File: config.mk
export PLATFORM = sky130hd
export DESIGN_NAME = vector_tile_geometry_decoder
export DESIGN_NICKNAME = d
export VERILOG_FILES = /design/src/design/vtgd_pkg.sv /design/src/design/vtgd_front.sv /design/src/design/vtgd_queue.sv /design/src/design/vtgd_back.sv /design/src/design/vector_tile_geometry_decoder.sv
export SDC_FILE = /design/constraint.sdc
export NUM_CORES = 1
export LEC_CHECK = 0
export BUFFER_PORTS_ARGS = -buffer_cell sky130_fd_sc_hd__buf_4
export CORE_MARGIN = 3
export CORE_UTILIZATION = 45
export CTS_CLUSTER_DIAMETER = 150
export CTS_CLUSTER_SIZE = 30
export DETAILED_ROUTE_END_ITERATION = 8
export GPL_TIMING_DRIVEN = 0
export SYNTH_ARGS = -nofsm -noshare
export SYNTH_HDL_FRONTEND = slang
export SYNTH_SLANG_ARGS = --single-unit
File: constraint.sdc
create_clock -name clk -period 9.75 [get_ports clk]
set_input_delay 1.95 -clock clk [delete_from_list [all_inputs] [get_ports clk]]
set_output_delay 1.95 -clock clk [all_outputs]
set_load 0.02 [all_outputs]
File: src/design/vtgd_pkg.sv
// ----------------------------------------------------------------------------
// vtgd_pkg
// Shared types and constants for the vector tile geometry decoder.
// ----------------------------------------------------------------------------
package vtgd_pkg;

    localparam int COORD_BITS_DEFAULT = 32;
    localparam int QUEUE_DEPTH        = 4;

    localparam logic [2:0] CMD_MOVE  = 3'd1;
    localparam logic [2:0] CMD_LINE  = 3'd2;
    localparam logic [2:0] CMD_CLOSE = 3'd7;

    typedef enum logic [1:0] {
        KIND_UNKNOWN = 2'd0,
        KIND_POINT   = 2'd1,
        KIND_LINE    = 2'd2,
        KIND_POLYGON = 2'd3
    } geom_kind_t;

    typedef enum logic [1:0] {
        PH_CMD = 2'd0,
        PH_DX  = 2'd1,
        PH_DY  = 2'd2
    } phase_t;

    typedef enum logic [2:0] {
        EV_VERTEX = 3'd0,
        EV_START  = 3'd1,
        EV_CLOSE  = 3'd2,
        EV_BADCMD = 3'd3,
        EV_EMPTY  = 3'd4
    } event_t;

    typedef enum logic [2:0] {
        OP_NONE    = 3'd0,
        OP_DELTA_X = 3'd1,
        OP_VERTEX  = 3'd2,
        OP_CLOSE   = 3'd3,
        OP_EVENT   = 3'd4
    } op_kind_t;

    // work item handed from the decoder to the datapath
    typedef struct packed {
        op_kind_t    kind;
        logic        clear;      // feature start: zero position and path origin first
        event_t      ev;
        logic        set_first;  // latch new position as path origin
        logic [31:0] word;       // raw zigzag delta
    } op_t;

endpackage

File: src/design/vtgd_front.sv
// ----------------------------------------------------------------------------
// vtgd_front
// Command decoder: tracks phase, command and repeat count, and turns each
// geometry word into a datapath operation.
// ----------------------------------------------------------------------------
module vtgd_front
    import vtgd_pkg::*;
(
    input  logic        clk,
    input  logic        rst_n,
    input  logic        accept,
    input  logic [31:0] geometry_word,
    input  logic        feature_start,
    input  logic [1:0]  geometry_kind,
    output logic        push,
    output op_t         push_op
);

    phase_t      phase_reg, phase_next;
    logic [2:0]  cmd_reg, cmd_next;
    logic [28:0] count_reg, count_next;
    logic        has_pts_reg, has_pts_next;

    phase_t      eff_phase;
    logic [2:0]  eff_cmd;
    logic [28:0] eff_count;
    logic        eff_pts;
    logic [28:0] count_dec;
    logic [2:0]  word_cmd;
    logic [28:0] word_count;
    logic        shaped;
    logic        known;
    op_t         op;

    // feature start clears the decoder before the word is looked at
    assign eff_phase  = feature_start ? PH_CMD : phase_reg;
    assign eff_cmd    = feature_start ? 3'd0   : cmd_reg;
    assign eff_count  = feature_start ? '0     : count_reg;
    assign eff_pts    = feature_start ? 1'b0   : has_pts_reg;
    assign count_dec  = eff_count - 29'd1;
    assign word_cmd   = geometry_word[2:0];
    assign word_count = geometry_word[31:3];
    assign shaped     = geometry_kind inside {KIND_LINE, KIND_POLYGON};
    assign known      = (geometry_kind != KIND_UNKNOWN);

    always_comb
    begin : next_state
        phase_next = phase_reg;
        if (accept)
        begin
            if (!known)
            begin
                phase_next = eff_phase;
            end
            else
            begin
                case (eff_phase)
                    PH_DX:   phase_next = PH_DY;
                    PH_DY:   phase_next = (count_dec != '0) ? PH_DX : PH_CMD;
                    default:
                    begin
                        if ((word_count != '0) && (word_cmd inside {CMD_MOVE, CMD_LINE}))
                            phase_next = PH_DX;
                        else
                            phase_next = PH_CMD;
                    end
                endcase
            end
        end
    end

    always_comb
    begin : outputs
        cmd_next      = cmd_reg;
        count_next    = count_reg;
        has_pts_next  = has_pts_reg;
        op.kind       = OP_NONE;
        op.clear      = feature_start;
        op.ev         = EV_VERTEX;
        op.set_first  = 1'b0;
        op.word       = geometry_word;
        if (accept)
        begin
            cmd_next     = eff_cmd;
            count_next   = eff_count;
            has_pts_next = eff_pts;
            if (known)
            begin
                case (eff_phase)
                    PH_DX:
                    begin
                        op.kind = OP_DELTA_X;
                    end
                    PH_DY:
                    begin
                        count_next = count_dec;
                        op.kind    = OP_VERTEX;
                        if (shaped)
                        begin
                            has_pts_next = 1'b1;
                            if (eff_cmd == CMD_MOVE)
                            begin
                                op.ev        = EV_START;
                                op.set_first = 1'b1;
                            end
                        end
                    end
                    default:
                    begin
                        cmd_next   = word_cmd;
                        count_next = word_count;
                        if (word_count != '0)
                        begin
                            if (word_cmd == CMD_CLOSE)
                            begin
                                count_next = '0;
                                if (shaped)
                                begin
                                    op.kind = eff_pts ? OP_CLOSE : OP_EVENT;
                                    op.ev   = eff_pts ? EV_CLOSE : EV_EMPTY;
                                    has_pts_next = 1'b0;
                                end
                            end
                            else if (!(word_cmd inside {CMD_MOVE, CMD_LINE}))
                            begin
                                count_next = '0;
                                op.kind    = OP_EVENT;
                                op.ev      = EV_BADCMD;
                            end
                        end
                    end
                endcase
            end
        end
    end

    assign push    = accept && ((op.kind != OP_NONE) || feature_start);
    assign push_op = op;

    always_ff @(posedge clk or negedge rst_n)
    begin
        if (!rst_n)
        begin
            phase_reg   <= PH_CMD;
            cmd_reg     <= '0;
            count_reg   <= '0;
            has_pts_reg <= 1'b0;
        end
        else
        begin
            phase_reg   <= phase_next;
            cmd_reg     <= cmd_next;
            count_reg   <= count_next;
            has_pts_reg <= has_pts_next;
        end
    end

    // a dy word is only expected while repetitions remain
    a_dy_has_count: assert property (@(posedge clk) disable iff (!rst_n)
        (phase_reg == PH_DY) |-> (count_reg != '0))
        else $error("dy phase with zero remaining count");

    // a close consumes the open path
    a_close_clears_path: assert property (@(posedge clk) disable iff (!rst_n)
        (push && (push_op.kind == OP_CLOSE)) |=> !has_pts_reg)
        else $error("path still marked non-empty after close");

endmodule

File: src/design/vtgd_queue.sv
// ----------------------------------------------------------------------------
// vtgd_queue
// Short register queue of operations between decoder and datapath.
// ----------------------------------------------------------------------------
module vtgd_queue
    import vtgd_pkg::*;
(
    input  logic clk,
    input  logic rst_n,
    input  logic push,
    input  op_t  push_op,
    output logic full,
    output logic pop_valid,
    output op_t  pop_op,
    input  logic pop
);

    localparam int PTR_W = (QUEUE_DEPTH > 1) ? $clog2(QUEUE_DEPTH) : 1;
    localparam int CNT_W = $clog2(QUEUE_DEPTH + 1);

    op_t              entry_reg [QUEUE_DEPTH];
    logic [PTR_W-1:0] wr_ptr_reg, wr_ptr_next;
    logic [PTR_W-1:0] rd_ptr_reg, rd_ptr_next;
    logic [CNT_W-1:0] count_reg, count_next;

    assign full      = (count_reg == CNT_W'(QUEUE_DEPTH));
    assign pop_valid = (count_reg != '0);
    assign pop_op    = entry_reg[rd_ptr_reg];

    always_comb
    begin
        wr_ptr_next = wr_ptr_reg;
        rd_ptr_next = rd_ptr_reg;
        if (push)
            wr_ptr_next = (wr_ptr_reg == PTR_W'(QUEUE_DEPTH - 1)) ? '0 : wr_ptr_reg + 1'b1;
        if (pop)
            rd_ptr_next = (rd_ptr_reg == PTR_W'(QUEUE_DEPTH - 1)) ? '0 : rd_ptr_reg + 1'b1;
        count_next = count_reg + CNT_W'(push) - CNT_W'(pop);
    end

    always_ff @(posedge clk or negedge rst_n)
    begin
        if (!rst_n)
        begin
            wr_ptr_reg <= '0;
            rd_ptr_reg <= '0;
            count_reg  <= '0;
        end
        else
        begin
            wr_ptr_reg <= wr_ptr_next;
            rd_ptr_reg <= rd_ptr_next;
            count_reg  <= count_next;
        end
    end

    always_ff @(posedge clk)
    begin
        if (push)
            entry_reg[wr_ptr_reg] <= push_op;
    end

    a_no_overflow: assert property (@(posedge clk) disable iff (!rst_n)
        push |-> (count_reg < CNT_W'(QUEUE_DEPTH)))
        else $error("queue overflow");

    a_no_underflow: assert property (@(posedge clk) disable iff (!rst_n)
        pop |-> (count_reg != '0))
        else $error("queue underflow");

endmodule

File: src/design/vtgd_back.sv
// ----------------------------------------------------------------------------
// vtgd_back
// Coordinate datapath: zigzag decode, position accumulate, path origin and
// the registered result beat.
// ----------------------------------------------------------------------------
module vtgd_back
    import vtgd_pkg::*;
#(
    parameter int COORD_BITS = COORD_BITS_DEFAULT
)
(
    input  logic        clk,
    input  logic        rst_n,
    input  logic        op_valid,
    input  op_t         op,
    output logic        op_pop,
    output logic        out_valid,
    input  logic        out_ready,
    output logic [31:0] vertex_x,
    output logic [31:0] vertex_y,
    output logic [2:0]  event_kind
);

    logic [COORD_BITS-1:0] pos_x_reg, pos_y_reg;
    logic [COORD_BITS-1:0] first_x_reg, first_y_reg;
    logic [31:0]           pdx_reg;
    logic                  out_valid_reg;
    logic [31:0]           out_x_reg, out_y_reg;
    event_t                out_ev_reg;

    logic [COORD_BITS-1:0] base_x, base_y;
    logic [COORD_BITS-1:0] delta_x, delta_y;
    logic [COORD_BITS-1:0] sum_x, sum_y;
    logic                  fire;

    // zigzag decode, then sign extend or wrap to the coordinate width
    function automatic logic [COORD_BITS-1:0] unzigzag(input logic [31:0] w);
        logic [31:0] d;
        logic [63:0] d64;
        d   = (w >> 1) ^ {32{w[0]}};
        d64 = {{32{d[31]}}, d};
        return d64[COORD_BITS-1:0];
    endfunction

    function automatic logic [31:0] to_out(input logic [COORD_BITS-1:0] v);
        logic [63:0] v64;
        for (int i = 0; i < COORD_BITS; i++)
            v64[i] = v[i];
        for (int i = COORD_BITS; i < 64; i++)
            v64[i] = v[COORD_BITS-1];
        return v64[31:0];
    endfunction

    assign fire    = op_valid && (!out_valid_reg || out_ready);
    assign op_pop  = fire;
    assign base_x  = op.clear ? '0 : pos_x_reg;
    assign base_y  = op.clear ? '0 : pos_y_reg;
    assign delta_x = unzigzag(pdx_reg);
    assign delta_y = unzigzag(op.word);
    assign sum_x   = base_x + delta_x;
    assign sum_y   = base_y + delta_y;

    always_ff @(posedge clk or negedge rst_n)
    begin
        if (!rst_n)
        begin
            out_valid_reg <= 1'b0;
            pos_x_reg     <= '0;
            pos_y_reg     <= '0;
            first_x_reg   <= '0;
            first_y_reg   <= '0;
        end
        else
        begin
            if (fire)
            begin
                out_valid_reg <= op.kind inside {OP_VERTEX, OP_CLOSE, OP_EVENT};
                // a clear only rides on command words, never on a vertex
                if (op.kind == OP_VERTEX)
                begin
                    pos_x_reg <= sum_x;
                    pos_y_reg <= sum_y;
                    if (op.set_first)
                    begin
                        first_x_reg <= sum_x;
                        first_y_reg <= sum_y;
                    end
                end
                else if (op.clear)
                begin
                    pos_x_reg   <= '0;
                    pos_y_reg   <= '0;
                    first_x_reg <= '0;
                    first_y_reg <= '0;
                end
            end
            else if (out_ready)
            begin
                out_valid_reg <= 1'b0;
            end
        end
    end

    always_ff @(posedge clk)
    begin
        if (fire)
        begin
            out_ev_reg <= op.ev;
            case (op.kind)
                OP_DELTA_X:
                begin
                    pdx_reg <= op.word;
                end
                OP_VERTEX:
                begin
                    out_x_reg <= to_out(sum_x);
                    out_y_reg <= to_out(sum_y);
                end
                OP_CLOSE:
                begin
                    out_x_reg <= to_out(op.clear ? '0 : first_x_reg);
                    out_y_reg <= to_out(op.clear ? '0 : first_y_reg);
                end
                default:
                begin
                    out_x_reg <= '0;
                    out_y_reg <= '0;
                end
            endcase
        end
    end

    assign out_valid  = out_valid_reg;
    assign vertex_x   = out_x_reg;
    assign vertex_y   = out_y_reg;
    assign event_kind = out_ev_reg;

    a_error_zero_coords: assert property (@(posedge clk) disable iff (!rst_n)
        (out_valid_reg && ((out_ev_reg == EV_BADCMD) || (out_ev_reg == EV_EMPTY)))
        |-> ((out_x_reg == '0) && (out_y_reg == '0)))
        else $error("error event with nonzero coordinates");

    a_vertex_emits: assert property (@(posedge clk) disable iff (!rst_n)
        (fire && (op.kind == OP_VERTEX)) |=> out_valid_reg)
        else $error("vertex operation produced no beat");

endmodule

File: src/design/vector_tile_geometry_decoder.sv
// ----------------------------------------------------------------------------
// vector_tile_geometry_decoder
// Decodes a vector tile geometry word stream into vertices and path events.
// ----------------------------------------------------------------------------
// Takes one geometry word per cycle while the queue is not full and returns
// at most one beat per word: a vertex (plain, path start or closing) or an
// error event (unknown command, close on an empty path). The decoder
// classifies each word and queues an operation; the datapath does the
// zigzag decode and add for both axes per vertex, so the block sustains
// one word per clock until the queue fills. A four-entry queue and the
// output register absorb back pressure without stalling the input at once.
module vector_tile_geometry_decoder
    import vtgd_pkg::*;
#(
    parameter int COORD_BITS = COORD_BITS_DEFAULT
)
(
    input  logic        clk,
    input  logic        rst_n,
    input  logic        s_axis_tvalid,
    output logic        s_axis_tready,
    input  logic [31:0] s_axis_tdata,   // [31:0] geometry_word
    input  logic [2:0]  s_axis_tuser,   // [0] feature_start, [2:1] geometry_kind
    output logic        m_axis_tvalid,
    input  logic        m_axis_tready,
    output logic [63:0] m_axis_tdata,   // [31:0] vertex_x, [63:32] vertex_y
    output logic [2:0]  m_axis_tuser    // [2:0] event_kind
);

    logic        accept;
    logic        push;
    op_t         push_op;
    logic        full;
    logic        q_valid;
    op_t         q_op;
    logic        q_pop;
    logic [31:0] vertex_x;
    logic [31:0] vertex_y;
    logic [2:0]  event_kind;

    assign s_axis_tready = !full;
    assign accept        = s_axis_tvalid && s_axis_tready;

    vtgd_front u_front (
        .clk           (clk),
        .rst_n         (rst_n),
        .accept        (accept),
        .geometry_word (s_axis_tdata),
        .feature_start (s_axis_tuser[0]),
        .geometry_kind (s_axis_tuser[2:1]),
        .push          (push),
        .push_op       (push_op)
    );

    vtgd_queue u_queue (
        .clk       (clk),
        .rst_n     (rst_n),
        .push      (push),
        .push_op   (push_op),
        .full      (full),
        .pop_valid (q_valid),
        .pop_op    (q_op),
        .pop       (q_pop)
    );

    vtgd_back #(
        .COORD_BITS (COORD_BITS)
    ) u_back (
        .clk        (clk),
        .rst_n      (rst_n),
        .op_valid   (q_valid),
        .op         (q_op),
        .op_pop     (q_pop),
        .out_valid  (m_axis_tvalid),
        .out_ready  (m_axis_tready),
        .vertex_x   (vertex_x),
        .vertex_y   (vertex_y),
        .event_kind (event_kind)
    );

    assign m_axis_tdata = {vertex_y, vertex_x};
    assign m_axis_tuser = event_kind;

endmodule
==> results of run 1 <==
-- synthesized netlist by cell type, types with 6 or more instances --
library cell,instances
edfxtp_1,259
nand2_1,186
dfrtp_1,171
a22o_1,131
o21ai_0,113
a21oi_1,99
xor2_1,81
nor2b_1,77
ha_1,73
nor2_1,65
clkbuf_1,64
xnor2_1,48
inv_1,47
o21ai_1,41
mux4_2,40
a21o_1,35
nor3_1,35
nand3_1,28
o21a_1,21
buf_2,17
o31ai_1,17
buf_1,15
a31oi_1,14
nand2b_1,12
buf_6,11
nand4_1,11
nor4_1,11
a211oi_1,10
o21bai_1,10
or3_1,9
a221oi_1,8
and3_1,7
and2_1,6
-- final timing paths --
kind,startpoint,to,slack [ns]
worst max-delay path,s_axis_tuser[0],u_queue.entry_reg[0][34]$_DFFE_PP_,3.05
worst min-delay path,u_back.pos_y_reg[7]$_DFFE_PN0P_,u_back.pos_y_reg[7]$_DFFE_PN0P_,0.49
worst max register to register,u_queue.rd_ptr_reg[1]$_DFFE_PN0P_,u_back.vertex_y[26]$_DFFE_PP_,4.31
worst min register to register,u_back.pos_y_reg[7]$_DFFE_PN0P_,u_back.pos_y_reg[7]$_DFFE_PN0P_,0.49
max in group asynchronous,rst_n,u_back.first_x_reg[27]$_DFFE_PN0P_,7.45
min in group asynchronous,rst_n,u_back.first_x_reg[5]$_DFFE_PN0P_,1.30
-- report_power, final --
| part | total [mW] | switching, mW | internal [mW] |
|---|---|---|---|
| clock network | 0.955 | 0.577 | 0.378 |
| registers | 2.74 | 0.219 | 2.52 |
| logic | 4.53 | 2.91 | 1.63 |
-- kinds of logic after synthesis --
kind of cell               Yosys count  share of synthesized area
AOI/OAI and AO/OA                  565                      0.176
buffers and inverters              158                     0.0321
muxes                               42                     0.0418
adders and majority gates           76                     0.0441
and+or+nand+nor                    480                      0.109
xor gates and xnor gates           129                     0.0512
DFF                                430                      0.546
-- area by class of cell --
class / count / area [sq um]
plain buffers: 110 / 528
inverters: 48 / 180
well taps: 656 / 821
clock inverters: 1 / 20.0
clock buffers: 31 / 520
multi-input cells: 1292 / 9330
fillers: 4308 / 23700
repair buffers: 114 / 958
flip-flops and latches: 430 / 12100
-- critical path: cells and delay by family --
family	cells	cell delay (ns)
buffers and inverters	8	3.07
adder cells (fa/ha/maj)	1	0.32
AND/OR/NAND/NOR	3	1.49
-- per-layer routing --
metal	vias to the layer above	GRT usage	wire length, um
li1	7290	-	-
met1	7920	0.322	27500
met2	373	0.437	31900
met3	85	0.0206	1920
met4	0	0.0660	1700
met5	-	0	0
==> metrics, run 1 <==
number of setup violations in the final report 0; Crit Path Max Fanout 10; Post-Route WL 63.0 mm; worst-case clock buffer depth 3; Fin Clk Skew 0.0293 ns; yosys warns 0; CP required 9.92 ns; Max stage delay on crit path 1.20 ns; via count 15700; pre-CTS setup slack 2.55 ns; # diodes 0; hold path depth 2; GRT Resource Usage Total 0.244; largest net degree at the start of global routing 111; Total Neg Setup Slack 0 ns; cell area power density 337 mW/mm^2; RePlAce Congestion 0.942; crit path launch type input pin; io pins 108; count of nets after finishing 2129; worst setup path class in2reg; Crit. End Element flop; initial antenna violation count 0; CTS tree done; grt total ovfl 0; most frequent cells in the layout edfxtp_1, nand2_1, dfrtp_1; Clock Latency Late Sink 0.57 ns; cell breakdown of the critical path buf_4, buf_2, inv_1, clkbuf_1, buf_1, nand2_1, ha_1, clkbuf_1, nand2_1, clkbuf_1, clkbuf_1, nor4_1; total power 8.23 mW; Final min period 6.70 ns; drt wl/cell 23.5 um; unrepaired setup endpoints after global routing no; global-route wire length before repair 95.6 mm; Worst EP arrival 6.87 ns; Cell Area, Synth 0.0221 sq mm; status finished, final reports clean; ys async rst share 0.398; final period utilization 0.687; DR iter-0 viols 1152; Core ar. 0.0481 sq mm; H-tree levels 1; drt first pass iters 5; Via density 5.84; P_leak 9.78 nW; DIE AREA 0.0518 sq mm; row cnt 80; ys flop type edfxtp_1; Initial Util 0.459; FF-to-FF path depth 17; setup bufs post-CTS 0; Mean Syn Cell Area 11.7 sq um; worst setup margin 3.05 ns; cts bufs inserted 18; sequential element share of the synthesized area 0.546; Max VDD drop 0.126 mV; ranking of synthesized cells by area edfxtp_1, dfrtp_1, a22o_1, ha_1, mux4_2; vias in the first global route 15700; Die Width 228 um; clk slew on worst S/H paths 0.11 ns; Yosys cell types 82; Max Freq 0.149 GHz; DRC viols 0; Die H 228 um; Net Count, Synth 1995; Mapped Cells 1880; post-route ant nets 0; DP HPWL 46.7 mm; worst rel slew slack 0.0632; post-synth top area cell edfxtp_1; Placed Cells 2650; Slew Limit Fails 0; final cell count without fillers 2682; cell mode on critical path clkbuf_1; post-route cell area 0.0244 sq mm; #FFs+latches synth 430; Core Util, Final 0.507; Max Cap Viol 0; Post-CTS Resized 0; number of synthesized flops with an enable pin 259; Crit-path slowest cell nor4_1; cts hold-fix bufs 0; hold slack 0.487 ns; leading cell type in the layout, fill and taps excluded edfxtp_1; worst slew pin tran 1.39 ns; port buffer count 107; Layout Area Growth over Synthesis 10.6%; final hold vios 0; clk sinks 430; fraction of layout cells with a size suffix above 1 0.117; root buf cell clkbuf_16; top-area cell type share of the netlist area 0.352; dpl cell area 0.0239 sq mm; flip-flop count of the largest register after layout 160; Hold Path Class reg2reg
No activity file was read; power rests on OpenSTA's default activity.
==> run 2: changes to the inputs <==
ABC_AREA = 1   (was not set)
clock period = 5.6 ns   (was 9.75 ns; I/O delays follow)
==> run 2 against run 1 <==
Clock skew is 0.014 ns higher. Sequential share of layout area is 3.5 points lower. Sequential cell count stayed put. Setup slack worse by 2.5 ns. Global-route usage is 5.0 points higher. Synthesized cell count is 46% higher. First-iteration DRC count is 70% higher. Utilization is 0.10 points lower. Clock-buffer cell count is 2 lower. Register-to-register slack worse by 3.8 ns. Critical path type is now reg2reg. Largest cell class unchanged.
==> metrics, run 2 <==
#FFs+latches synth 430 (unchanged); cts bufs inserted 19 (+1); Crit Path Max Fanout 10 (unchanged); Die Width 236 um (+3.9%); Hold Path Class in2async; drt wl/cell 23.9 um (+1.7%); Via density 5.88 (+0.59%); grt total ovfl 0 (unchanged); Max stage delay on crit path 0.56 ns (-0.64 ns); Yosys cell types 56 (-32%); CTS tree done; DRC viols 0 (unchanged); flip-flop count of the largest register after layout 160 (unchanged); yosys warns 0 (unchanged); via count 20900 (+34%); stages on the worst setup path 22 (+10); Total Neg Setup Slack 0 ns (unchanged); crit path buf inv count 7 (-1); ys async rst share 0.398 (unchanged); crit path launch type flop; Initial Util 0.460 (+0.00109); Top delay family on crit path simple AND/OR/NAND/NOR gates; count of nets after finishing 2985 (+40%); status finished, final reports clean; Crit. End Element flop; ranking of synthesized cells by area edfxtp_1, dfrtp_1, nand2_1, nor2_1, o21ai_0; final period utilization 0.909; vias in the first global route 20000 (+28%); clk slew on worst S/H paths 0.13 ns (+0.02 ns); Worst EP arrival 5.42 ns (-1.45 ns); Slew Limit Fails 0 (unchanged); unrepaired setup endpoints after global routing no; Max Freq 0.196 GHz; setup bufs post-CTS 0 (unchanged); FF-to-FF path depth 22 (+5); cell with the most instances after synthesis nand2_1; sequential element share of the synthesized area 0.505 (-0.0409); final hold vios 0 (unchanged); Fin Clk Skew 0.0434 ns (+0.0141 ns); cts hold-fix bufs 0 (unchanged); CP required 5.93 ns (-3.99 ns); worst rel slew slack 0.321 (+0.258); Cell Area, Synth 0.0239 sq mm (+8.1%); worst setup path class reg2reg; Post-CTS Resized 0 (unchanged); Net Count, Synth 2851 (+43%); GRT Resource Usage Total 0.295 (+0.0504); fraction of layout cells with a size suffix above 1 0.0857 (-0.0313); Core ar. 0.0519 sq mm (+7.8%); post-synth top area cell edfxtp_1; top-area cell type share of the netlist area 0.326 (-0.0264); cell mode on critical path nand2_1; row cnt 83 (+3.8%); clk sinks 430 (unchanged); post-route ant nets 0 (unchanged); Post-Route WL 85.0 mm (+35%); largest net degree at the start of global routing 96 (-14%); global-route wire length before repair 126 mm (+31%); fill count 4916 (+14%); Die H 236 um (+3.9%); Final min period 5.09 ns; Crit-path slowest cell o21ai_0; H-tree levels 1 (unchanged); DIE AREA 0.0558 sq mm (+7.9%); worst-case clock buffer depth 3 (unchanged); Layout Area Growth over Synthesis 10.1%; number of setup violations in the final report 0 (unchanged); RePlAce Congestion 0.959 (+1.8%); root buf cell clkbuf_16; DP HPWL 65.3 mm (+40%); # diodes 0 (unchanged); port buffer count 107 (unchanged); number of synthesized flops with an enable pin 259 (unchanged); DR iter-0 viols 1956 (+70%); initial antenna violation count 0 (unchanged); Post-synth top cells nand2_1, nor2_1, edfxtp_1; Clock Latency Late Sink 0.59 ns (+0.02 ns); io pins 108 (unchanged); Max Cap Viol 0 (unchanged); worst slew pin tran 1.01 ns (-0.378 ns); Mean Syn Cell Area 8.72 sq um (-26%); ys flop type edfxtp_1; cell breakdown of the critical path buf_2, inv_2, buf_2, a32o_1, inv_2, buf_2, nor2_1, ha_1, inv_1, fa_1, inv_1, nand3_1, nand2_1, a21oi_1, o21ai_0, nand2_1, nand2_1, nand2_1, nand2_1, nand2_1, nand3_1, o31ai_1; leading cell type in the layout, fill and taps excluded nand2_1; Mapped Cells 2736 (+46%); most frequent cells in the layout nand2_1, nor2_1, edfxtp_1; drt first pass iters 6 (+1)
run 2: layout make-up:
cell class / count / area, sq um / area share
Clock inverter: 4 / 65.1 / 0.00248
Buffer: 130 / 609 / 0.0232
Sequential cell: 430 / 12100 / 0.459
Inverter: 249 / 940 / 0.0358
Tap cell: 680 / 851 / 0.0324
Clock buffer: 29 / 513 / 0.0195
Multi-Input combinational cell: 1927 / 10300 / 0.392
Timing Repair Buffer: 113 / 946 / 0.0360
run 2: per-stage QoR:
stage               instances  hold slack, ns   util  instance area [sq um]  setup slack (ns)
floorplan                2736           0.449      -                  23900             0.666
global placement         3523           0.465  0.492                  25500             -1.81
detailed placement       3529           0.466  0.495                  25700             0.264
CTS                      3562           0.496  0.506                  26300             0.517
global route             3562           0.521  0.506                  26300             0.194
finish                   3562           0.458  0.506                  26300             0.510
run 2: cells by family (layout without fill, tap and decap cells):
family	count (synthesis)	count (layout)	synth area share
simple gates	1027	1027	0.179
compound gates	736	736	0.178
flops	430	430	0.505
fa+ha+maj	76	76	0.0408
buf+inv	379	525	0.0649
xor+xnor	88	88	0.0323
run 2: layer usage:
layer  global-route usage  wire (um)  vias up
li1                     -          -     9749
met1                0.384      35400    10200
met2                0.514      41900      780
met3               0.0251       4250      160
met4                0.107       3500        0
met5                    0          0        -
run 2: path summary, 6_finish.rpt:
kind                                                         from                                 to  slack (ns)
worst max-delay path            u_queue.rd_ptr_reg[1]$_DFFE_PN0P_      u_back.vertex_y[16]$_DFFE_PP_        0.51
worst min-delay path                                        rst_n  u_back.first_x_reg[9]$_DFFE_PN0P_        0.46
worst max register to register  u_queue.rd_ptr_reg[1]$_DFFE_PN0P_      u_back.vertex_y[16]$_DFFE_PP_        0.51
worst min register to register   u_front.phase_reg[0]$_DFFE_PN0P_   u_front.phase_reg[0]$_DFFE_PN0P_        0.50
max in group asynchronous                                   rst_n   u_front.count_reg[6]$_DFFE_PN0P_        4.11
min in group clk                 u_front.phase_reg[0]$_DFFE_PN0P_   u_front.phase_reg[0]$_DFFE_PN0P_        0.50
Power of run 2 is not shown: default switching activity piles up to over one toggle a cycle in this logic, so the estimate is an artifact.
